<file path="config.mk">
export PLATFORM = sky130hd
export DESIGN_NAME = alpha_grid_search_calibrator_top_flat
export DESIGN_NICKNAME = d
export VERILOG_FILES = /design/src/hw/rtl/gsc_pkg.sv /design/src/hw/rtl/gsc_if.sv /design/src/hw/rtl/gsc_cfg.sv /design/src/hw/rtl/gsc_engine.sv /design/src/hw/rtl/alpha_grid_search_calibrator_top.sv /design/src/flat_wrapper.sv
export VERILOG_INCLUDE_DIRS = /design/src /design/src/hw/rtl
export SDC_FILE = /design/constraint.sdc
export NUM_CORES = 1
export LEC_CHECK = 0
export ABC_AREA = 1
export BUFFER_PORTS_ARGS = -buffer_cell sky130_fd_sc_hd__buf_2
export CELL_PAD_IN_SITES_DETAIL_PLACEMENT = 0
export CELL_PAD_IN_SITES_GLOBAL_PLACEMENT = 1
export CORE_ASPECT_RATIO = 1.25
export CORE_MARGIN = 1
export CORE_UTILIZATION = 41
export DETAILED_ROUTE_END_ITERATION = 10
export GPL_TIMING_DRIVEN = 1
export PLACE_DENSITY = 0.87
export SYNTH_ARGS = -nofsm -noshare
export SYNTH_HDL_FRONTEND = slang
export SYNTH_SLANG_ARGS = --single-unit
</file>
<file path="constraint.sdc">
create_clock -name clk -period 4.3 [get_ports clk]
set_input_delay 0.215 -clock clk [delete_from_list [all_inputs] [get_ports clk]]
set_output_delay 0.215 -clock clk [all_outputs]
set_load 0.02 [all_outputs]
</file>
<file path="src/hw/rtl/alpha_grid_search_calibrator_top_defines.svh">
// Assertion macros for the gain sweep calibrator.
// Used by modules that carry concurrent checks; expects clk and arst_n in scope.
`ifndef ALPHA_GRID_SEARCH_CALIBRATOR_TOP_DEFINES_SVH
`define ALPHA_GRID_SEARCH_CALIBRATOR_TOP_DEFINES_SVH

`ifndef SYNTHESIS
// same-cycle implication
`define GSC_ASSERT_IMP(lbl, ante, cons, msg) \
	lbl: assert property (@(posedge clk) disable iff (!arst_n) (ante) |-> (cons)) \
		else $error(msg);
// next-cycle implication
`define GSC_ASSERT_NXT(lbl, ante, cons, msg) \
	lbl: assert property (@(posedge clk) disable iff (!arst_n) (ante) |=> (cons)) \
		else $error(msg);
`else
`define GSC_ASSERT_IMP(lbl, ante, cons, msg)
`define GSC_ASSERT_NXT(lbl, ante, cons, msg)
`endif

`endif

</file>
<file path="src/hw/rtl/gsc_pkg.sv">
// Shared types and constants for the gain sweep calibrator.
// No dependencies; imported by every other file but the assertion macro header.
`timescale 1ns / 1ps

package gsc_pkg;

	localparam int GAIN_WIDTH = 32;
	localparam int DATA_W     = 32;
	localparam int CFG_IDX_W  = 2;

	typedef logic [GAIN_WIDTH-1:0] gain_t;
	typedef logic [DATA_W-1:0]     data_t;
	typedef logic [CFG_IDX_W-1:0]  cfg_idx_t;
	typedef logic [1:0]            req_code_t;

	localparam data_t SCORE_NONE = '1;

	// configuration register indexes
	localparam cfg_idx_t CFG_SWEEP_MIN  = 2'd0;
	localparam cfg_idx_t CFG_SWEEP_MAX  = 2'd1;
	localparam cfg_idx_t CFG_SWEEP_STEP = 2'd2;

	// request codes
	localparam req_code_t REQ_START  = 2'd0;
	localparam req_code_t REQ_REPORT = 2'd1;
	localparam req_code_t REQ_POLL   = 2'd2;

	typedef enum logic [1:0] {
		PH_IDLE   = 2'd0,
		PH_TUNE   = 2'd1,
		PH_STREAM = 2'd2,
		PH_FAULT  = 2'd3
	} phase_t;

	typedef struct packed {
		gain_t sweep_min;
		gain_t sweep_max;
		gain_t sweep_step;
	} cfg_t;

	typedef struct packed {
		req_code_t req_type;
		logic      meas_ok;
		data_t     flip_count;
		data_t     fault_word;
	} req_item_t;

	typedef struct packed {
		phase_t phase;
		logic   apply_gain;
		data_t  gain_value;
		logic   clear_request;
		data_t  best_gain;
		data_t  best_score;
		logic   best_found;
	} res_item_t;

endpackage

</file>
<file path="src/hw/rtl/gsc_if.sv">
// Valid/ready channel interfaces: request items in, result items out.
// Depends on gsc_pkg.
`timescale 1ns / 1ps

interface gsc_req_if;
	import gsc_pkg::*;

	logic      valid;
	logic      ready;
	req_code_t req_type;
	logic      meas_ok;
	data_t     flip_count;
	data_t     fault_word;

	modport source (output valid, req_type, meas_ok, flip_count, fault_word, input ready);
	modport sink   (input valid, req_type, meas_ok, flip_count, fault_word, output ready);
endinterface

interface gsc_res_if;
	import gsc_pkg::*;

	logic   valid;
	logic   ready;
	phase_t phase;
	logic   apply_gain;
	data_t  gain_value;
	logic   clear_request;
	data_t  best_gain;
	data_t  best_score;
	logic   best_found;

	modport source (output valid, phase, apply_gain, gain_value, clear_request, best_gain,
		best_score, best_found, input ready);
	modport sink   (input valid, phase, apply_gain, gain_value, clear_request, best_gain,
		best_score, best_found, output ready);
endinterface

</file>
<file path="src/hw/rtl/gsc_cfg.sv">
// Sweep configuration registers (min, max, step) behind a plain write port.
// Depends on gsc_pkg.
`timescale 1ns / 1ps

module gsc_cfg (
	input  logic              clk,
	input  logic              arst_n,
	input  logic              cfg_we,
	input  gsc_pkg::cfg_idx_t cfg_index,
	input  gsc_pkg::data_t    cfg_data,
	output gsc_pkg::cfg_t     cfg
);
	import gsc_pkg::*;

	cfg_t cfg_q;

	always_ff @(posedge clk or negedge arst_n) begin
		if (!arst_n) begin
			cfg_q.sweep_min  <= '0;
			cfg_q.sweep_max  <= GAIN_WIDTH'(255);
			cfg_q.sweep_step <= GAIN_WIDTH'(1);
		end else if (cfg_we) begin
			// only the low gain bits are kept; GAIN_WIDTH equals DATA_W, so that is the whole word
			unique case (cfg_index)
				CFG_SWEEP_MIN:  cfg_q.sweep_min  <= cfg_data[GAIN_WIDTH-1:0];
				CFG_SWEEP_MAX:  cfg_q.sweep_max  <= cfg_data[GAIN_WIDTH-1:0];
				CFG_SWEEP_STEP: cfg_q.sweep_step <= cfg_data[GAIN_WIDTH-1:0];
				default: ;
			endcase
		end
	end

	assign cfg = cfg_q;

endmodule

</file>
<file path="src/hw/rtl/gsc_engine.sv">
// Sweep state (phase, current gain, best gain/score) and the per-item update.
// Depends on gsc_pkg and the assertion macro header.
`timescale 1ns / 1ps
`include "alpha_grid_search_calibrator_top_defines.svh"

module gsc_engine (
	input  logic               clk,
	input  logic               arst_n,
	input  logic               fire,
	input  gsc_pkg::req_item_t item,
	input  gsc_pkg::cfg_t      cfg,
	output gsc_pkg::res_item_t res
);
	import gsc_pkg::*;

	phase_t phase_q, phase_d;
	gain_t  cur_q, cur_d;
	gain_t  best_gain_q, best_gain_d;
	data_t  best_score_q, best_score_d;
	logic   best_found_q, best_found_d;

	gain_t                step_eff;
	logic [GAIN_WIDTH:0]  next_sum;
	logic                 sweep_end;
	logic                 beat;
	logic                 apply;
	gain_t                value;
	logic                 clear;

	always_comb begin
		step_eff = (cfg.sweep_step == '0) ? GAIN_WIDTH'(1) : cfg.sweep_step;
		// one extra bit: past max also covers leaving the gain width, since max fits in it
		next_sum  = {1'b0, cur_q} + {1'b0, step_eff};
		sweep_end = next_sum > {1'b0, cfg.sweep_max};
		beat      = item.meas_ok && (item.flip_count < best_score_q);

		phase_d      = phase_q;
		cur_d        = cur_q;
		best_gain_d  = best_gain_q;
		best_score_d = best_score_q;
		best_found_d = best_found_q;
		apply        = 1'b0;
		value        = '0;
		clear        = 1'b0;

		unique case (item.req_type)
			REQ_START: begin
				if (phase_q != PH_FAULT) begin
					clear        = 1'b1;
					best_gain_d  = cfg.sweep_min;
					best_score_d = SCORE_NONE;
					best_found_d = 1'b0;
					cur_d        = cfg.sweep_min;
					if (cfg.sweep_min > cfg.sweep_max) begin
						phase_d = PH_FAULT;
					end else begin
						phase_d = PH_TUNE;
						apply   = 1'b1;
						value   = cfg.sweep_min;
					end
				end
			end
			REQ_REPORT: begin
				if (phase_q == PH_TUNE) begin
					if (beat) begin
						best_gain_d  = cur_q;
						best_score_d = item.flip_count;
						best_found_d = 1'b1;
					end
					if (sweep_end) begin
						if (best_found_d) begin
							phase_d = PH_STREAM;
							apply   = 1'b1;
							value   = best_gain_d;
						end else begin
							phase_d = PH_FAULT;
						end
					end else begin
						cur_d = next_sum[GAIN_WIDTH-1:0];
						apply = 1'b1;
						value = next_sum[GAIN_WIDTH-1:0];
					end
				end
			end
			REQ_POLL: begin
				if (phase_q == PH_STREAM && item.fault_word != '0) begin
					phase_d = PH_FAULT;
				end
			end
			default: ;
		endcase

		res.phase         = phase_d;
		res.apply_gain    = apply;
		res.gain_value    = DATA_W'(value);
		res.clear_request = clear;
		res.best_gain     = DATA_W'(best_gain_d);
		res.best_score    = best_score_d;
		res.best_found    = best_found_d;
	end

	always_ff @(posedge clk or negedge arst_n) begin
		if (!arst_n) begin
			phase_q      <= PH_IDLE;
			cur_q        <= '0;
			best_gain_q  <= '0;
			best_score_q <= SCORE_NONE;
			best_found_q <= 1'b0;
		end else if (fire) begin
			phase_q      <= phase_d;
			cur_q        <= cur_d;
			best_gain_q  <= best_gain_d;
			best_score_q <= best_score_d;
			best_found_q <= best_found_d;
		end
	end

	`GSC_ASSERT_IMP(a_score_none, !best_found_q, best_score_q == SCORE_NONE, "score set without a valid measurement")
	`GSC_ASSERT_NXT(a_fault_sticky, phase_q == PH_FAULT, phase_q == PH_FAULT, "left fault phase")
	`GSC_ASSERT_IMP(a_stream_best, fire && res.apply_gain && res.phase == PH_STREAM, res.gain_value == res.best_gain, "stream entry did not apply best gain")
	`GSC_ASSERT_IMP(a_clear_resets, fire && res.clear_request, !res.best_found && res.best_score == SCORE_NONE, "start did not reset best")

endmodule

</file>
<file path="src/hw/rtl/alpha_grid_search_calibrator_top.sv">
// Gain sweep calibrator, top level: item input register, engine, result register.
// Depends on gsc_pkg, gsc_if, gsc_cfg and gsc_engine.
// The block takes one item per clock cycle unless the output stalls, and returns
// one result item for each: the item is registered in the input register, the
// sweep state is updated from it in one pass of compare-and-add logic, and the
// result lands in an output register. A result waiting at the output that is
// not taken holds the item in the input register, which then stops the next item.
// The sweep registers are written through the plain write port and apply from the
// next item on.
`timescale 1ns / 1ps

module alpha_grid_search_calibrator_top (
	input  logic              clk,
	input  logic              arst_n,
	gsc_req_if.sink           req,
	gsc_res_if.source         res,
	input  logic              cfg_we,
	input  gsc_pkg::cfg_idx_t cfg_index,
	input  gsc_pkg::data_t    cfg_data
);
	import gsc_pkg::*;

	cfg_t      cfg;
	logic      valid_s1;
	req_item_t item_s1;
	logic      out_valid_q;
	res_item_t res_q;
	res_item_t res_d;
	logic      advance;

	assign advance   = valid_s1 && (!out_valid_q || res.ready);
	assign req.ready = !valid_s1 || advance;

	gsc_cfg u_cfg (
		.clk       (clk),
		.arst_n    (arst_n),
		.cfg_we    (cfg_we),
		.cfg_index (cfg_index),
		.cfg_data  (cfg_data),
		.cfg       (cfg)
	);

	gsc_engine u_engine (
		.clk    (clk),
		.arst_n (arst_n),
		.fire   (advance),
		.item   (item_s1),
		.cfg    (cfg),
		.res    (res_d)
	);

	always_ff @(posedge clk or negedge arst_n) begin
		if (!arst_n) begin
			valid_s1    <= 1'b0;
			out_valid_q <= 1'b0;
		end else begin
			if (req.ready) begin
				valid_s1 <= req.valid;
			end
			if (advance) begin
				out_valid_q <= 1'b1;
			end else if (res.ready) begin
				out_valid_q <= 1'b0;
			end
		end
	end

	always_ff @(posedge clk) begin
		if (req.valid && req.ready) begin
			item_s1.req_type   <= req.req_type;
			item_s1.meas_ok    <= req.meas_ok;
			item_s1.flip_count <= req.flip_count;
			item_s1.fault_word <= req.fault_word;
		end
		if (advance) begin
			res_q <= res_d;
		end
	end

	assign res.valid         = out_valid_q;
	assign res.phase         = res_q.phase;
	assign res.apply_gain    = res_q.apply_gain;
	assign res.gain_value    = res_q.gain_value;
	assign res.clear_request = res_q.clear_request;
	assign res.best_gain     = res_q.best_gain;
	assign res.best_score    = res_q.best_score;
	assign res.best_found    = res_q.best_found;

endmodule
</file>
<file path="src/flat_wrapper.sv">
// flat-port wrapper written by rule: the top's interface ports become plain ports
module alpha_grid_search_calibrator_top_flat import gsc_pkg::*;
  (clk, arst_n, cfg_we, cfg_index, cfg_data, req_valid, req_req_type, req_meas_ok, req_flip_count, req_fault_word, req_ready, res_valid, res_phase, res_apply_gain, res_gain_value, res_clear_request, res_best_gain, res_best_score, res_best_found, res_ready);
  gsc_req_if req_i ();
  gsc_res_if res_i ();
  input  logic clk;
  input  logic arst_n;
  input  logic cfg_we;
  input  gsc_pkg::cfg_idx_t cfg_index;
  input  gsc_pkg::data_t cfg_data;
  input wire logic [$bits(req_i.valid)-1:0] req_valid;
  input wire logic [$bits(req_i.req_type)-1:0] req_req_type;
  input wire logic [$bits(req_i.meas_ok)-1:0] req_meas_ok;
  input wire logic [$bits(req_i.flip_count)-1:0] req_flip_count;
  input wire logic [$bits(req_i.fault_word)-1:0] req_fault_word;
  output wire logic [$bits(req_i.ready)-1:0] req_ready;
  output wire logic [$bits(res_i.valid)-1:0] res_valid;
  output wire logic [$bits(res_i.phase)-1:0] res_phase;
  output wire logic [$bits(res_i.apply_gain)-1:0] res_apply_gain;
  output wire logic [$bits(res_i.gain_value)-1:0] res_gain_value;
  output wire logic [$bits(res_i.clear_request)-1:0] res_clear_request;
  output wire logic [$bits(res_i.best_gain)-1:0] res_best_gain;
  output wire logic [$bits(res_i.best_score)-1:0] res_best_score;
  output wire logic [$bits(res_i.best_found)-1:0] res_best_found;
  input wire logic [$bits(res_i.ready)-1:0] res_ready;
  assign req_i.valid = req_valid;
  assign req_i.req_type = req_req_type;
  assign req_i.meas_ok = req_meas_ok;
  assign req_i.flip_count = req_flip_count;
  assign req_i.fault_word = req_fault_word;
  assign req_ready = req_i.ready;
  assign res_valid = res_i.valid;
  assign res_phase = res_i.phase;
  assign res_apply_gain = res_i.apply_gain;
  assign res_gain_value = res_i.gain_value;
  assign res_clear_request = res_i.clear_request;
  assign res_best_gain = res_i.best_gain;
  assign res_best_score = res_i.best_score;
  assign res_best_found = res_i.best_found;
  assign res_i.ready = res_ready;
  alpha_grid_search_calibrator_top u_core (.clk(clk), .arst_n(arst_n), .req(req_i), .res(res_i), .cfg_we(cfg_we), .cfg_index(cfg_index), .cfg_data(cfg_data));
endmodule
</file>
==> results.toml, run 1 <==
[status]
outcome = "complete, but fails checks"
violations = "negative setup slack"

[critical_path]
cp_slowest_stage_delay_ps = 400
cp.required_ps = 4730
worst_setup_path_end_kind = "register"
critical_path.max_fanout = 8
r2r-end = "u_core.u_engine.cur_q[19]"
path_class = "reg2reg"
worstPathArrival_ps = 5180
crit_top_cell = "nand2_8"
start_kind = "register"
cp_slowest_cell = "dfrtp_1"
crit_start = "u_core.u_cfg.cfg[17]"
r2r-start = "u_core.u_cfg.cfg[17]"
reg2reg_depth = 30
ff2ff_setup_slack_ps = -450

[timing]
fin_ws_ps = -446.1
relSlewSlack = 0.2533
rsz0062_at_grt = "true"
post-route-period-util = 1.104
min_period_ps = 4746
slew_violations = 0
tightestPinTransition_ps = 1116
fmax_mhz = 210.7
hold_viol_final = 0
finalSetupViolations = 69
clock_skew_ps = 33.15

[global_route]
grt_pass1_vias = 18230
antenna_found_initial = 2
grt_max_degree = 137
grt_pass1_wl_um = 100800
grt_usage = 0.2596
overflow = 0

[floorplanning]
core_area_um2 = 48420
die_x_um = 200.3
io_pins = 209
start_util = 0.4164
die_h_um = 249.9
die-area_um2 = 50070
row_count = 90

[cells_and_area]
fillerInstances = 4408
final_layout_size_suffix_gt1_frac = 0.2378
nets = 3031
stdcell_count = 3472
fin_util = 0.5408
area_growth_pct = 29.88

[placed_design]
dp.cells = 3282
port_buffers = 208
pre_cts_ws_ps = -784.5
gp_congestion = 0.9903
hpwl_um = 45130

[cts]
cts-buffers-inserted = 39
clk_pin_slew_worst_paths_ps = 60
cts.sinks = 365
cts_tree = "yes"
cts_buffer_depth = 3
htreeDepth = 2
cts-root-buf = "clkbuf_16"
insertion_delay_ps = 570

[power]
p_total_uw = 18820
vdd_drop_max_mv = 0.4313
power.density_nw_per_um2 = 718.8
cellLeakagePower_uw = 0.01235

[detailed_routing]
wl_per_cell_um = 19.17
viasPerCell = 5.265
drt_iter0_drc = 1228
num_vias = 18280
wirelength_um = 66540
dr.pass1.iters = 6
drtAntennaViolNets = 0
drcViolationCount = 0

[synthesis]
ys.flop_type = "edfxtp_1"
synth_top_area_cell = "edfxtp_1"
syn_nets = 2593
synth.cell_area_um2 = 20160
synthTopCellsByArea = "edfxtp_1 (25%), dfrtp_1 (19%), nand2_1 (13%), ha_1 (7.9%), o21ai_0 (6.3%)"
synth_cell_types = 46
syn_area_per_cell_um2 = 8.546
synth_edf_count = 168
netlist_instances = 2359
async_flop_share = 0.5397
yosys_register_bits = 365
yosysWarningCount = 0
synth-seq-area-share = 0.4973
synth_top_area_frac = 0.2502

[min_path]
min_from = "cfg_data[25]"
holdPathEnd = "u_core.u_cfg.cfg[57]"
hold_path.class = "in2reg"
hold_depth = 3

[flow_run]
maxCapViolCount = 0
[flip-flops by register name (all words and copies together), names as in the netlist]
| name | count |
|---|---|
| u_core.item_s1 | 67 |
| u_core.res.apply_gain | 1 |
| u_core.res.best_found | 1 |
| u_core.res.best_gain | 32 |
| u_core.res.best_score | 32 |
| u_core.res.clear_request | 1 |
| u_core.res.gain_value | 32 |
| u_core.res.phase | 2 |
| u_core.res.valid | 1 |
| u_core.u_cfg.cfg | 96 |
| u_core.u_engine.best_found_q | 1 |
| u_core.u_engine.best_gain_q | 32 |
| u_core.u_engine.best_score_q | 32 |
| u_core.u_engine.cur_q | 32 |
| u_core.u_engine.phase_q | 2 |
| u_core.valid_s1 | 1 |
[power breakdown]
group          internal (uW)  total, uW  switching, uW
combinational           4130       9980           5840
clock                   1910       3380           1470
sequential              4790       5460            677
[layout make-up]
type	instances	area, um2	share of cell area
Multi-Input combinational cell	1619	9226	0.3524
Timing Repair Buffer	524	3939	0.1504
Clock buffer	55	1097	0.04191
Clock inverter	15	135.1	0.005161
Tap cell	644	805.8	0.03077
Antenna cell	2	5.005	0.0001911
Inverter	248	950.9	0.03632
Sequential cell	365	10030	0.3829
[synth_stat cells, drive strengths merged, types with 26 or more instances]
cell type / number
inv: 248
dfstp: 41
o211ai: 47
nand3: 131
nand2: 682
nor4: 26
nor2: 107
a21oi: 103
buf: 37
dfrtp: 156
edfxtp: 168
clkbuf: 90
o21ai: 269
ha: 127
[logic make-up after synthesis]
group,count (synthesis),share of synthesized area
AO/OA/AOI/OAI,478,0.1343
XOR/XNOR,24,0.01043
adder cells (fa/ha/maj),128,0.07981
buffers and inverters,375,0.07416
flip-flops,365,0.4973
multiplexers,5,0.002483
AND/OR/NAND/NOR,984,0.2015
[metal layers]
metal  wire, um  global-route usage
met1      27730              0.3320
met2      31540              0.4254
met3       4404             0.04858
met4       2863              0.1197
met5          0                   0
[how the worst max path moves through the flow]
| stage | to | slack (ps) | cells after the start |
|---|---|---|---|
| floorplan | u_core.res.gain_value[20] | 70 | 32 |
| finish | u_core.u_engine.cur_q[19] | -450 | 30 |
| global route | u_core.u_engine.cur_q[18] | -650 | 31 |
| detailed placement | u_core.res.gain_value[4] | -780 | 33 |
| global placement | u_core.res.gain_value[26] | -670 | 33 |
| CTS | u_core.u_engine.cur_q[19] | -360 | 31 |
[critical path: cells and delay by family (launching register included)]
kind / cells / cell delay, ps
compound gates: 3 / 500
simple gates: 18 / 2190
flops: 1 / 400
fa+ha+maj: 3 / 730
buf+inv: 5 / 680
xor+xnor: 1 / 120
[stage by stage]
step	setup TNS, ps	cell area, um2	hold WS [ps]
floorplan	0	20170	-80.59
global placement	-34810	23070	303.4
detailed placement	-42620	23070	309.6
CTS	-20820	25670	8.007
global route	-41100	26190	32.65
finish	-25290	26190	10.75
[cells in the final DEF, fill, tap and decap left out, types with 12 or more instances in the layout]
master / n
nand3_2: 20
clkbuf_16: 45
a21oi_1: 100
dfstp_2: 41
inv_1: 239
a22oi_1: 22
nand3_1: 106
o21ai_2: 12
nor2_1: 90
buf_2: 207
nand2_1: 635
dlygate4sd3_1: 96
o211ai_1: 47
xor2_1: 12
ha_1: 121
o21bai_1: 13
dfrtp_1: 156
o21ai_0: 251
nor2_2: 12
buf_4: 192
nor4_1: 21
edfxtp_1: 168
nand2_2: 40
[repair_timing]
action,CTS,global route
endpoints found under the hold margin,180,0
hold buffers,96,0
setup endpoints to repair,69,69
gates cloned,2,6
pin swaps,14,28
buffers inserted,10,9
gates resized for setup,65,83
Power figures use the tool's default switching activity.
==> run 2: changes to the inputs <==
HOLD_SLACK_MARGIN = 0.1   (was not set)
RECOVER_POWER = 100   (was not set)
SYNTH_HIERARCHICAL = 1   (was not set)
==> run 2 against run 1 <==
The flow finishes with violations (max-capacitance violations, max-slew violations, negative setup slack). Die area up 3.4%. Non-clock buffer count is 3 lower. Routed wire length grew 8.4%. Worst hold slack improved by 150 ps. Synthesized area rose by 3.5%. Highest routed layer is now met5. Fmax increased by 1.8%.
==> results.toml, run 2 <==
[synthesis]
synthTopCellsByCount = "nand2_1 (757), inv_1 (218), edfxtp_1 (168)"
synth_cell_types = 60
synth-seq-area-share = 0.4806
yosysMostFrequentCell = "nand2_1"
yosysWarningCount = 6
synth_edf_count = 168
yosys_register_bits = 365
synth_top_area_frac = 0.2418
syn_area_per_cell_um2 = 8.717
ys.flop_type = "edfxtp_1"
netlist_instances = 2393
async_flop_share = 0.5397
synth_top_area_cell = "edfxtp_1"
synthTopCellsByArea = "edfxtp_1 (24%), dfrtp_1 (19%), nand2_1 (14%), ha_1 (7.6%), dfstp_2 (5.2%)"
syn_nets = 2627
synth.cell_area_um2 = 20860

[cells_and_area]
largest_reg_flops = 96
fin_area_um2 = 26620
diodes = 0
layout_common_cells = "nand2_1 (715), inv_1 (214), buf_4 (174)"
final_layout_size_suffix_gt1_frac = 0.2057
nets = 3041
final_common_cell = "nand2_1"
area_growth_pct = 27.60

[critical_path]
worst_setup_path_end_kind = "register"
path_class = "reg2reg"
worstPathArrival_ps = 4970
ff2ff_setup_slack_ps = -360
cp_slowest_cell = "dfrtp_1"
cp.required_ps = 4610
start_kind = "register"
cp_slowest_stage_delay_ps = 380
critical_path.max_fanout = 8
crit_top_cell = "nand2_2"

[power]
power.share.switching = 0.4153
p_sw_uw = 7291
cellLeakagePower_uw = 0.01246
p_seq_frac = 0.296
internal-power_uw = 10260
p_total_uw = 17560
clockPowerShare = 0.207
vdd_drop_max_mv = 0.3747
power.density_nw_per_um2 = 659.6
comb_power_share = 0.497

[min_path]
hold_path.class = "in2reg"

[global_route]
overflow = 0
antenna_found_initial = 1
grt_pass1_vias = 19240
grt_pass1_wl_um = 109400
grt_max_degree = 169
grt_usage = 0.2785

[floorplanning]
start_util = 0.4147
core_area_um2 = 50300
die_h_um = 254.2
io_pins = 209
die_x_um = 203.8
die-area_um2 = 51790
row_count = 92

[timing]
setup_tns_ps = -21190
post-route-period-util = 1.085
hold_viol_final = 0
fmax_mhz = 214.4
relSlewSlack = -0.5031
fin_ws_ps = -363.5
tightestPinTransition_ps = 2255
clock_skew_ps = 25.65
min_period_ps = 4664
rsz0062_at_grt = "true"
fin_hold_ws_ps = 164.3
slew_violations = 435
finalSetupViolations = 69

[cts]
cts-buffers-inserted = 40
cts_tree = "yes"
cts.sinks = 365
cts_buffer_depth = 3
clk_pin_slew_worst_paths_ps = 60
insertion_delay_ps = 580
cts-root-buf = "clkbuf_16"
htreeDepth = 2

[placed_design]
port_buffers = 208
hpwl_um = 50790
gp_congestion = 0.9915
pre_cts_ws_ps = -588.4
postPlaceCellArea_um2 = 23430

[detailed_routing]
dr.pass1.iters = 5
wl_per_cell_um = 20.62
drt_iter0_drc = 1383
wirelength_um = 72120
viasPerCell = 5.427
drcViolationCount = 0
num_vias = 18980
drtAntennaViolNets = 0

[status]
violations = "max-capacitance violations, max-slew violations, negative setup slack"
outcome = "complete, but fails checks"

[flow_run]
maxCapViolCount = 6
[run 2: cell count changes in the layout (fill, tap and decap cells not counted), moves of 24 or more]
cell	before	now
o21ai_0	251	113
clkbuf_1	11	131
buf_2	207	91
nand2_1	635	715
nand4_1	9	80
o221ai_1	1	31
inv_1	239	214
a21oi_2	3	27
nand3_1	106	82
[run 2: worst max-delay path: cells and delay by family, from the launching register on]
| kind | cells | cell delay [ps] |
|---|---|---|
| compound gates | 3 | 540 |
| flops | 1 | 380 |
| xor+xnor | 1 | 150 |
| simple gates | 18 | 2150 |
| fa+ha+maj | 3 | 730 |
| buf+inv | 4 | 440 |
[run 2: cell type report]
class	count	area (um2)
clock buffers	56	1122
clock inverters	18	251.5
fillers	4568	23690
inverters	234	913.4
multi-input cells	1645	9661
flip-flops and latches	365	10030
well taps	658	823.3
repair buffers	521	3820
[run 2: kinds of logic (layout without fill, tap and decap cells)]
logic type / count (synthesis) / count (layout) / synth area share
adders and majority gates: 128 / 128 / 0.07714
AOI/OAI and AO/OA: 413 / 413 / 0.1257
xor gates and xnor gates: 24 / 24 / 0.01008
DFF: 365 / 365 / 0.4806
buffers and inverters: 383 / 829 / 0.08169
and+or+nand+nor: 1080 / 1080 / 0.2248
[run 2: metrics by stage]
step,cells,utilization
after detailed placement,3291,0.4658
final,3497,0.5291
after floorplan,2393,-
after global routing,3497,0.5291
after CTS,3493,0.5306
after global placement,3291,0.4658
[run 2: layer usage]
layer  routed length, um  track usage
met5                   9            0
met1               25690       0.3057
met2               36860       0.4904
met3                4067      0.04383
met4                5492       0.1979
[run 2: power by group through the flow]
stage          clock, uW  sequential (uW)  combinational (uW)
2_1_floorplan          0             5170                4400
3_3_place_gp           0             5210                7460
3_5_place_dp           0             5220                7590
4_1_cts             3690             5180                8480
5_1_grt             3810             5270                9540
6_report            3630             5200                8720
[run 2: timing repair]
action                                  CTS  global route
resized for setup                       129            27
endpoints found under the hold margin   227             0
setup buffers                            30             4
endpoints found under the setup margin   69            69
pin swaps                                56            26
gates cloned                              6             0
hold buffers                            103             0
[run 2: final timing paths]
kind                                 startpoint  depth (start not counted)                        endpoint
max in group asynchronous                arst_n                          3            u_core/u_cfg/cfg[90]
max reg2reg                u_core/u_cfg/cfg[24]                         29        u_core/res.gain_value[5]
min reg2reg                u_core/u_cfg/cfg[37]                          2            u_core/u_cfg/cfg[37]
max                        u_core/u_cfg/cfg[24]                         29        u_core/res.gain_value[5]
min in group asynchronous                arst_n                          2  u_core/u_engine/best_gain_q[3]
min                                      cfg_we                          3            u_core/u_cfg/cfg[80]
